### src/design/mbsp_pkg.sv
package mbsp_pkg;

   localparam int unsigned SYSEX_MAX_DEF = 256;

   // Result field widths.
   localparam int unsigned KIND_W = 3;
   localparam int unsigned CHAN_W = 4;
   localparam int unsigned DATA_W = 8;
   localparam int unsigned BEND_W = 16;
   localparam int unsigned LEN_W  = 9;

   // Result queue sizing: one byte can produce two results.
   localparam int unsigned MAX_PUSH = 2;
   localparam int unsigned Q_DEPTH  = 4;
   localparam int unsigned PTR_W    = $clog2(Q_DEPTH);
   localparam int unsigned FILL_W   = PTR_W + 1;

   // Upper nibble of a status byte.
   localparam logic [3:0] ST_NOTE_OFF = 4'h8;
   localparam logic [3:0] ST_NOTE_ON  = 4'h9;
   localparam logic [3:0] ST_CC       = 4'hB;
   localparam logic [3:0] ST_PROGRAM  = 4'hC;
   localparam logic [3:0] ST_BEND     = 4'hE;
   localparam logic [3:0] ST_SYSTEM   = 4'hF;

   // Lower nibble of a system status byte.
   localparam logic [3:0] SYS_SYSEX_START = 4'h0;
   localparam logic [3:0] SYS_SONG_POS    = 4'h2;
   localparam logic [3:0] SYS_RESET       = 4'hF;

   localparam logic [DATA_W-1:0] SYSEX_END_BYTE = 8'hF7;

   typedef enum logic [KIND_W-1:0] {
      EV_NOTE_ON    = 3'd0,
      EV_NOTE_OFF   = 3'd1,
      EV_CC         = 3'd2,
      EV_BEND       = 3'd3,
      EV_PROGRAM    = 3'd4,
      EV_SYSEX_BYTE = 3'd5,
      EV_SYSEX_END  = 3'd6,
      EV_RESET      = 3'd7
   } event_kind_type;

   typedef enum logic [1:0] {
      PH_IDLE,
      PH_FIRST,
      PH_SECOND,
      PH_SYSEX
   } phase_type;

   typedef struct packed {
      event_kind_type    event_kind;
      logic [CHAN_W-1:0] channel;
      logic [DATA_W-1:0] data_first;
      logic [DATA_W-1:0] data_second;
      logic [BEND_W-1:0] bend_value;
      logic [LEN_W-1:0]  sysex_length;
      logic              last;
   } rsp_type;

   // Results written into the queue together in the same cycle, first before second.
   typedef struct packed {
      logic [1:0] num;
      rsp_type    first;
      rsp_type    second;
   } push_type;

endpackage

### src/design/mbsp_req_if.sv
interface mbsp_req_if import mbsp_pkg::*; ();
   logic              valid;
   logic              ready;
   logic [DATA_W-1:0] rx_byte;

   modport source (output valid, output rx_byte, input ready);
   modport sink (input valid, input rx_byte, output ready);
endinterface

### src/design/mbsp_rsp_if.sv
interface mbsp_rsp_if import mbsp_pkg::*; ();
   logic              valid;
   logic              ready;
   event_kind_type    event_kind;
   logic [CHAN_W-1:0] channel;
   logic [DATA_W-1:0] data_first;
   logic [DATA_W-1:0] data_second;
   logic [BEND_W-1:0] bend_value;
   logic [LEN_W-1:0]  sysex_length;
   logic              last;

   modport source (output valid, output event_kind, output channel, output data_first,
                   output data_second, output bend_value, output sysex_length,
                   output last, input ready);
   modport sink (input valid, input event_kind, input channel, input data_first,
                 input data_second, input bend_value, input sysex_length,
                 input last, output ready);
endinterface

### src/design/mbsp_parser.sv
module mbsp_parser import mbsp_pkg::*; #(
   parameter int unsigned SYSEX_MAX = SYSEX_MAX_DEF
) (
   input  logic              clock,
   input  logic              reset,
   input  logic              in_valid,
   input  logic [DATA_W-1:0] in_byte,
   output logic              in_ready,
   input  logic              room,
   output push_type          push
);

   localparam int unsigned CNT_W = $clog2(SYSEX_MAX + 1);

   logic              byte_vld_ff, byte_vld_in;
   logic [DATA_W-1:0] byte_ff;
   phase_type         phase_ff, phase_in;
   logic [DATA_W-1:0] status_ff, status_in;
   logic [DATA_W-1:0] first_ff, first_in;
   logic [CNT_W-1:0]  count_ff, count_in;
   logic [CNT_W-1:0]  cnt_inc;
   logic              advance;
   logic              in_fire;

   // The held byte is decoded once the queue has room for two results.
   assign advance  = byte_vld_ff && room;
   assign in_ready = !byte_vld_ff || room;
   assign in_fire  = in_valid && in_ready;
   assign cnt_inc  = count_ff + CNT_W'(1);

   always_comb begin
      if (in_fire) begin
         byte_vld_in = 1'b1;
      end else if (advance) begin
         byte_vld_in = 1'b0;
      end else begin
         byte_vld_in = byte_vld_ff;
      end
   end

   always_ff @(posedge clock) begin
      if (reset) begin
         byte_vld_ff <= 1'b0;
         phase_ff    <= PH_IDLE;
         status_ff   <= '0;
         first_ff    <= '0;
         count_ff    <= '0;
      end else begin
         byte_vld_ff <= byte_vld_in;
         phase_ff    <= phase_in;
         status_ff   <= status_in;
         first_ff    <= first_in;
         count_ff    <= count_in;
      end
   end

   always_ff @(posedge clock) begin
      if (in_fire) begin
         byte_ff <= in_byte;
      end
   end

   always_comb begin
      phase_in  = phase_ff;
      status_in = status_ff;
      first_in  = first_ff;
      count_in  = count_ff;
      push      = '0;
      if (advance) begin
         unique case (phase_ff)
            PH_IDLE: begin
               status_in = byte_ff;
               unique case (byte_ff[7:4]) inside
                  ST_NOTE_ON, ST_NOTE_OFF, ST_CC, ST_PROGRAM, ST_BEND: begin
                     phase_in = PH_FIRST;
                  end
                  ST_SYSTEM: begin
                     case (byte_ff[3:0])
                        SYS_SONG_POS: phase_in = PH_FIRST;
                        SYS_SYSEX_START: begin
                           count_in = '0;
                           phase_in = PH_SYSEX;
                        end
                        SYS_RESET: begin
                           push.num              = 2'd1;
                           push.first.event_kind = EV_RESET;
                           push.first.last       = 1'b1;
                        end
                        default: ;
                     endcase
                  end
                  default: ;
               endcase
            end
            PH_FIRST: begin
               first_in = byte_ff;
               if (status_ff[7:4] == ST_PROGRAM) begin
                  push.num              = 2'd1;
                  push.first.event_kind = EV_PROGRAM;
                  push.first.channel    = status_ff[3:0];
                  push.first.data_first = byte_ff;
                  push.first.last       = 1'b1;
                  phase_in              = PH_IDLE;
               end else begin
                  phase_in = PH_SECOND;
               end
            end
            PH_SECOND: begin
               phase_in           = PH_IDLE;
               push.first.channel = status_ff[3:0];
               push.first.last    = 1'b1;
               unique case (status_ff[7:4])
                  ST_NOTE_ON: begin
                     push.num               = 2'd1;
                     push.first.event_kind  = EV_NOTE_ON;
                     push.first.data_first  = first_ff;
                     push.first.data_second = byte_ff;
                  end
                  ST_NOTE_OFF: begin
                     push.num              = 2'd1;
                     push.first.event_kind = EV_NOTE_OFF;
                     push.first.data_first = first_ff;
                  end
                  ST_CC: begin
                     push.num               = 2'd1;
                     push.first.event_kind  = EV_CC;
                     push.first.data_first  = first_ff;
                     push.first.data_second = byte_ff;
                  end
                  ST_BEND: begin
                     push.num              = 2'd1;
                     push.first.event_kind = EV_BEND;
                     push.first.bend_value = {1'b0, byte_ff, 7'd0} +
                                             {{(BEND_W - DATA_W){1'b0}}, first_ff};
                  end
                  default: begin
                     // Song position: both data bytes are consumed silently.
                     push.first = '0;
                  end
               endcase
            end
            PH_SYSEX: begin
               if (byte_ff == SYSEX_END_BYTE) begin
                  push.num                = 2'd1;
                  push.first.event_kind   = EV_SYSEX_END;
                  push.first.sysex_length = LEN_W'(count_ff);
                  push.first.last         = 1'b1;
                  phase_in                = PH_IDLE;
               end else begin
                  count_in              = cnt_inc;
                  push.first.event_kind = EV_SYSEX_BYTE;
                  push.first.data_first = byte_ff;
                  if (cnt_inc >= CNT_W'(SYSEX_MAX)) begin
                     // Byte cap reached: close the message in the same request.
                     push.num                 = 2'd2;
                     push.second.event_kind   = EV_SYSEX_END;
                     push.second.sysex_length = LEN_W'(cnt_inc);
                     push.second.last         = 1'b1;
                     phase_in                 = PH_IDLE;
                  end else begin
                     push.num        = 2'd1;
                     push.first.last = 1'b1;
                  end
               end
            end
            default: ;
         endcase
      end
   end

endmodule

### src/design/mbsp_rsp_queue.sv
module mbsp_rsp_queue import mbsp_pkg::*; (
   input  logic     clock,
   input  logic     reset,
   input  push_type push,
   output logic     room,
   output logic     out_valid,
   input  logic     out_ready,
   output rsp_type  out_data
);

   rsp_type           mem_ff [Q_DEPTH];
   logic [PTR_W-1:0]  wr_ptr_ff, wr_ptr_in;
   logic [PTR_W-1:0]  rd_ptr_ff, rd_ptr_in;
   logic [FILL_W-1:0] fill_ff, fill_in;
   logic [PTR_W-1:0]  wr_ptr_nxt;
   logic              pop;

   assign out_valid  = fill_ff != '0;
   assign out_data   = mem_ff[rd_ptr_ff];
   assign pop        = out_valid && out_ready;
   assign room       = fill_ff <= FILL_W'(Q_DEPTH - MAX_PUSH);
   assign wr_ptr_nxt = wr_ptr_ff + PTR_W'(1);

   always_comb begin
      wr_ptr_in = wr_ptr_ff + PTR_W'(push.num);
      rd_ptr_in = pop ? rd_ptr_ff + PTR_W'(1) : rd_ptr_ff;
      fill_in   = fill_ff + FILL_W'(push.num) - FILL_W'(pop);
   end

   always_ff @(posedge clock) begin
      if (reset) begin
         wr_ptr_ff <= '0;
         rd_ptr_ff <= '0;
         fill_ff   <= '0;
      end else begin
         wr_ptr_ff <= wr_ptr_in;
         rd_ptr_ff <= rd_ptr_in;
         fill_ff   <= fill_in;
      end
   end

   always_ff @(posedge clock) begin
      if (push.num != 2'd0) begin
         mem_ff[wr_ptr_ff] <= push.first;
      end
      if (push.num == 2'd2) begin
         mem_ff[wr_ptr_nxt] <= push.second;
      end
   end

endmodule

### src/design/midi_byte_stream_parser_core.sv
// Channel    Role        Payload
// req_chan   sink        rx_byte
// rsp_chan   source      event_kind, channel, data_first, data_second, bend_value,
//                        sysex_length, last
//
// One byte is accepted per cycle while the input register is free or the result queue
// has room. Each byte is registered and then decoded into the result queue; results
// are presented from there one per cycle while the result side is ready.
// A byte that fills the system-exclusive cap yields two results, written into the queue together.
// The input register holds a byte until the four-entry result queue has room for two.
// Reset is synchronous; it returns the parser to idle and empties the queue.
module midi_byte_stream_parser_core import mbsp_pkg::*; #(
   parameter int unsigned SYSEX_MAX = SYSEX_MAX_DEF
) (
   input logic        clock,
   input logic        reset,
   mbsp_req_if.sink   req_chan,
   mbsp_rsp_if.source rsp_chan
);

   push_type push;
   logic     room;
   rsp_type  out_data;

   mbsp_parser #(
      .SYSEX_MAX (SYSEX_MAX)
   ) u_parser (
      .clock    (clock),
      .reset    (reset),
      .in_valid (req_chan.valid),
      .in_byte  (req_chan.rx_byte),
      .in_ready (req_chan.ready),
      .room     (room),
      .push     (push)
   );

   mbsp_rsp_queue u_queue (
      .clock     (clock),
      .reset     (reset),
      .push      (push),
      .room      (room),
      .out_valid (rsp_chan.valid),
      .out_ready (rsp_chan.ready),
      .out_data  (out_data)
   );

   assign rsp_chan.event_kind   = out_data.event_kind;
   assign rsp_chan.channel      = out_data.channel;
   assign rsp_chan.data_first   = out_data.data_first;
   assign rsp_chan.data_second  = out_data.data_second;
   assign rsp_chan.bend_value   = out_data.bend_value;
   assign rsp_chan.sysex_length = out_data.sysex_length;
   assign rsp_chan.last         = out_data.last;

endmodule

### src/flat_wrapper.sv
// flat-port wrapper written by rule: the top's interface ports become plain ports
module midi_byte_stream_parser_core_flat import mbsp_pkg::*;
#(
   parameter int unsigned SYSEX_MAX = SYSEX_MAX_DEF
)
  (clock, reset, req_chan_valid, req_chan_rx_byte, req_chan_ready, rsp_chan_valid, rsp_chan_event_kind, rsp_chan_channel, rsp_chan_data_first, rsp_chan_data_second, rsp_chan_bend_value, rsp_chan_sysex_length, rsp_chan_last, rsp_chan_ready);
  mbsp_req_if req_chan_i ();
  mbsp_rsp_if rsp_chan_i ();
  input logic clock;
  input logic reset;
  input wire logic [$bits(req_chan_i.valid)-1:0] req_chan_valid;
  input wire logic [$bits(req_chan_i.rx_byte)-1:0] req_chan_rx_byte;
  output wire logic [$bits(req_chan_i.ready)-1:0] req_chan_ready;
  output wire logic [$bits(rsp_chan_i.valid)-1:0] rsp_chan_valid;
  output wire logic [$bits(rsp_chan_i.event_kind)-1:0] rsp_chan_event_kind;
  output wire logic [$bits(rsp_chan_i.channel)-1:0] rsp_chan_channel;
  output wire logic [$bits(rsp_chan_i.data_first)-1:0] rsp_chan_data_first;
  output wire logic [$bits(rsp_chan_i.data_second)-1:0] rsp_chan_data_second;
  output wire logic [$bits(rsp_chan_i.bend_value)-1:0] rsp_chan_bend_value;
  output wire logic [$bits(rsp_chan_i.sysex_length)-1:0] rsp_chan_sysex_length;
  output wire logic [$bits(rsp_chan_i.last)-1:0] rsp_chan_last;
  input wire logic [$bits(rsp_chan_i.ready)-1:0] rsp_chan_ready;
  assign req_chan_i.valid = req_chan_valid;
  assign req_chan_i.rx_byte = req_chan_rx_byte;
  assign req_chan_ready = req_chan_i.ready;
  assign rsp_chan_valid = rsp_chan_i.valid;
  assign rsp_chan_event_kind = rsp_chan_i.event_kind;
  assign rsp_chan_channel = rsp_chan_i.channel;
  assign rsp_chan_data_first = rsp_chan_i.data_first;
  assign rsp_chan_data_second = rsp_chan_i.data_second;
  assign rsp_chan_bend_value = rsp_chan_i.bend_value;
  assign rsp_chan_sysex_length = rsp_chan_i.sysex_length;
  assign rsp_chan_last = rsp_chan_i.last;
  assign rsp_chan_i.ready = rsp_chan_ready;
  midi_byte_stream_parser_core #(.SYSEX_MAX(SYSEX_MAX)) u_core (.clock(clock), .reset(reset), .req_chan(req_chan_i), .rsp_chan(rsp_chan_i));
endmodule
### config.mk
export PLATFORM = sky130hd
export DESIGN_NAME = midi_byte_stream_parser_core_flat
export DESIGN_NICKNAME = d
export VERILOG_FILES = /design/src/design/mbsp_pkg.sv /design/src/design/mbsp_req_if.sv /design/src/design/mbsp_rsp_if.sv /design/src/design/mbsp_parser.sv /design/src/design/mbsp_rsp_queue.sv /design/src/design/midi_byte_stream_parser_core.sv /design/src/flat_wrapper.sv
export SDC_FILE = /design/constraint.sdc
export NUM_CORES = 1
export LEC_CHECK = 0
export ABC_AREA = 1
export BUFFER_PORTS_ARGS = -buffer_cell sky130_fd_sc_hd__buf_2
export CORE_ASPECT_RATIO = 1.1
export CORE_MARGIN = 2
export CORE_UTILIZATION = 43
export CTS_CLUSTER_DIAMETER = 200
export DETAILED_ROUTE_END_ITERATION = 6
export PLACE_DENSITY = 0.66
export SLEW_MARGIN = 20
export SYNTH_ARGS = -nofsm -noshare
export SYNTH_HDL_FRONTEND = slang
export SYNTH_HIERARCHICAL = 1
export SYNTH_SLANG_ARGS = --single-unit
### constraint.sdc
create_clock -name clock -period 7.3 [get_ports clock]
set_clock_uncertainty 0.1 [all_clocks]
set_input_delay 0.365 -clock clock [delete_from_list [all_inputs] [get_ports clock]]
set_output_delay 0.365 -clock clock [all_outputs]
set_load 0.02 [all_outputs]
==> run summary <==
Setup TNS Final: 0 ns
XOR/XNOR Fraction of Synth Area: 0.277%
GRT overflow: 0
YS warnings: 6
slowest cell delay on critical path: 0.93 ns
complex-gate fraction of the synthesized area: 17.2%
DRC Markers: 7
gp weighted congestion: 0.933
Reg2Reg Depth: 10
die width: 167 um
end-of-flow core utilization: 48.2%
CP max FO: 99
storage element area: 0.00687 mm^2
WL/cell: 17.2 um
CP bufs+invs: 3
critical path cell sequence: ha_1 > nand2_2 > inv_1 > nand3_2 > nor2_1 > inv_2 > nor2_4 > nand3_4 > nand2_2 > buf_4
Avg Vias per Cell: 5.33
port bufs: 62
Pwr per Cell Area: 265 mW/mm^2
reg-to-reg slack, setup: 2.68 ns
Via Count: 9,900
sequential fraction of the synthesis area: 54.4%
clock-pin slew on the worst setup and hold paths: 0.06 ns
Required @ worst endpoint: 7.38 ns
Min-Delay Path Class: in -> reg
CTS resizes: 0
TritonRoute pass-1 iters: 7
nets@finish: 1,494
post-synthesis mux area share: 0%
GRT Total Usage: 20.6%
H-tree depth: 1
ANT cells: 0
pin count of the biggest net entering global routing: 100
Slew HR: 28.9%
clk buf depth: 3
root cell of the clock tree: clkbuf_16
Crit. path cell count: 10
die area: 0.0308 mm^2
Leakage: 4.88 nW
Layout Area Growth over Synthesis: 9.96%
prevailing post-synth register cell: edfxtp_1
Fill cells: 2,761
maxcap violations: 0
Sw Pwr: 1.14 mW
post-synthesis simple-gate area fraction: 17.1%
syn avg cell area: 8.74 um^2
WL final: 31.9 mm
share of flip-flops with an asynchronous set or reset: 0%
CP Launch Type: flop
RSZ-0062 raised after global routing: false
crit path DAT: 4.70 ns
initial DRC count: 808
total power: 3.68 mW
Post-synth EDFFs: 204
flops & latches, synth: 241
register share of total power: 42.1%
Peak supply drop: 0.148 mV
crit-path leading delay family: simple AND/OR/NAND/NOR gates
placed wire-length estimate: 20.0 mm
kind of critical path: reg -> reg
final hold violations: 0
vias in the first global route: 9,692
period utilization: 63.3%
antenna viol nets, final: 0
Gate power share: 22.3%
Syn Std Cell Area: 0.0126 mm^2
status: finished with violations
clk_lat worst skew: 0.53 ns
final hold slack: 0.0476 ns
adder-cell share of the synthesized area: 1.35%
CP max stage cell: nand2_2
Initial Util: 43.9%
violations in the final reports: DRC
TritonCTS buffer count: 26
Mapped Cells: 1,445
CP Capture Type: flop
Final setup viols: 0
TritonCTS clock tree: yes
max-slew violation count: 0
Rows: 65
die height: 184 um
Final Critical Period: 4.62 ns
Hold Path Depth: 3
P_int: 2.54 mW
Core ar.: 0.0288 mm^2
TritonCTS Sinks: 241
Crit path top cell by count: nand2_2
count of cell types in the netlist: 38
initial antenna violation count: 0
layout cells sized above 1: 10.0%
clock network fraction of design power: 35.6%
first-pass GRT wire length: 50.5 mm
worst slew pin tran: 1.07 ns
largest family of logic cells by synthesized area: compound AO/OA/AOI/OAI gates
# IOs: 63
area of the multi-input gates: 0.00470 mm^2
sw frac: 31.0%
fmax: 0.216 GHz
[worst register-to-register path, delay by kind of cell (launching register included)]
family / cells / cell delay, ns
and+or+nand+nor: 6 / 2.61
adders and majority gates: 1 / 0.42
DFF: 1 / 0.39
buffers and inverters: 3 / 0.74
[synth_stat cells (all sizes together) (18+ instances only)]
library cell | count | share of area, %
a21oi | 42 | 1.7
buf | 67 | 3.9
clkbuf | 54 | 1.7
dfxtp | 37 | 5.9
edfxtp | 204 | 49
inv | 138 | 4.1
nand2 | 299 | 9.4
nand3 | 34 | 1.6
nor2 | 159 | 5.1
nor3 | 18 | 0.71
o21ai | 310 | 12
o22ai | 56 | 2.8
[cells by family (layout without fill, tap and decap cells)]
| group | Yosys count | in the layout |
|---|---|---|
| adder cells (fa/ha/maj) | 13 | 13 |
| other | 1 | 37 |
| flip-flops | 241 | 241 |
| XOR/XNOR | 4 | 4 |
| buffers and inverters | 259 | 267 |
| AO/OA/AOI/OAI | 414 | 414 |
| AND/OR/NAND/NOR | 513 | 513 |
[flip-flops by register name, indices dropped and copies added, names as in the netlist, 3 cells and up, named ones only]
name                       flops
u_core/u_parser/byte_ff        8
u_core/u_parser/count_ff       9
u_core/u_parser/first_ff       8
u_core/u_parser/status_ff      8
u_core/u_queue/fill_ff         3
u_core/u_queue/mem_ff        196
[per-layer routing]
layer / global-route usage, % / routed length (um) / vias up
li1: - / - / 4870
met2: 36.7 / 15800 / 284
met4: 7.62 / 945 / 0
met1: 25.5 / 13700 / 4682
met5: 0 / 0 / -
met3: 2.76 / 1530 / 64
[through the flow]
| step | worst slack, ns | instances | cell area, um^2 |
|---|---|---|---|
| 6_report | 2.68 | 1857 | 13900 |
| 5_1_grt | 2.22 | 1857 | 13900 |
| 4_1_cts | 2.64 | 1857 | 13900 |
| 3_5_place_dp | 2.64 | 1801 | 12900 |
| 3_3_place_gp | 2.77 | 1801 | 12900 |
| 2_1_floorplan | 1.28 | 1481 | 12800 |
[final timing paths]
kind	startpoint	to
max	u_core/u_parser/phase_ff[1]$_SDFFE_PP0P_	u_core/u_queue/mem_ff[0][21]$_DFFE_PP_
min	rsp_chan_ready	u_core/u_queue/rd_ptr_ff[0]$_SDFFE_PP0P_
max reg2reg	u_core/u_parser/phase_ff[1]$_SDFFE_PP0P_	u_core/u_queue/mem_ff[0][21]$_DFFE_PP_
min reg2reg	u_core/u_parser/status_ff[1]$_SDFFE_PP0P_	u_core/u_parser/status_ff[1]$_SDFFE_PP0P_
[layout by cell type, fill, tap and decap left out, drive strengths merged]
master,instances
a21boi,2
fa,1
xor2,4
bufinv,2
ha,12
nand3,34
conb,37
dlygate4sd3,8
a21oi,42
o21ai,310
nor4,1
nand4,1
o22ai,56
clkinv,6
nor2,159
clkbuf,38
buf,73
a31oi,1
o21a,2
nand2,299
edfxtp,204
inv,138
nor3,18
clkinvlp,2
nor3b,1
dfxtp,37
o31ai,1
[layout make-up]
type                    instances  share of cell area (%)
flip-flops and latches        241                    49.5
multi-input cells             981                    33.9
clock buffers                  38                    5.45
inverters                     138                    3.75
repair buffers                 81                    3.41
well taps                     368                    3.32
clock inverters                10                   0.739
[power by group through the flow]
stage	logic, mW	registers, mW	clock network (mW)
3_5_place_dp	0.822	1.58	0
2_1_floorplan	0.582	1.57	0
4_1_cts	0.828	1.55	1.34
6_report	0.822	1.55	1.31
5_1_grt	0.907	1.55	1.38
3_3_place_gp	0.808	1.58	0
[what timing repair did]
| item | in CTS | in global routing |
|---|---|---|
| buffers inserted | 0 | 0 |
| setup endpoints to repair | 0 | 0 |
| hold buffers | 8 | 0 |
| endpoints found under the hold margin | 8 | 0 |
Power figures use the tool's default switching activity.
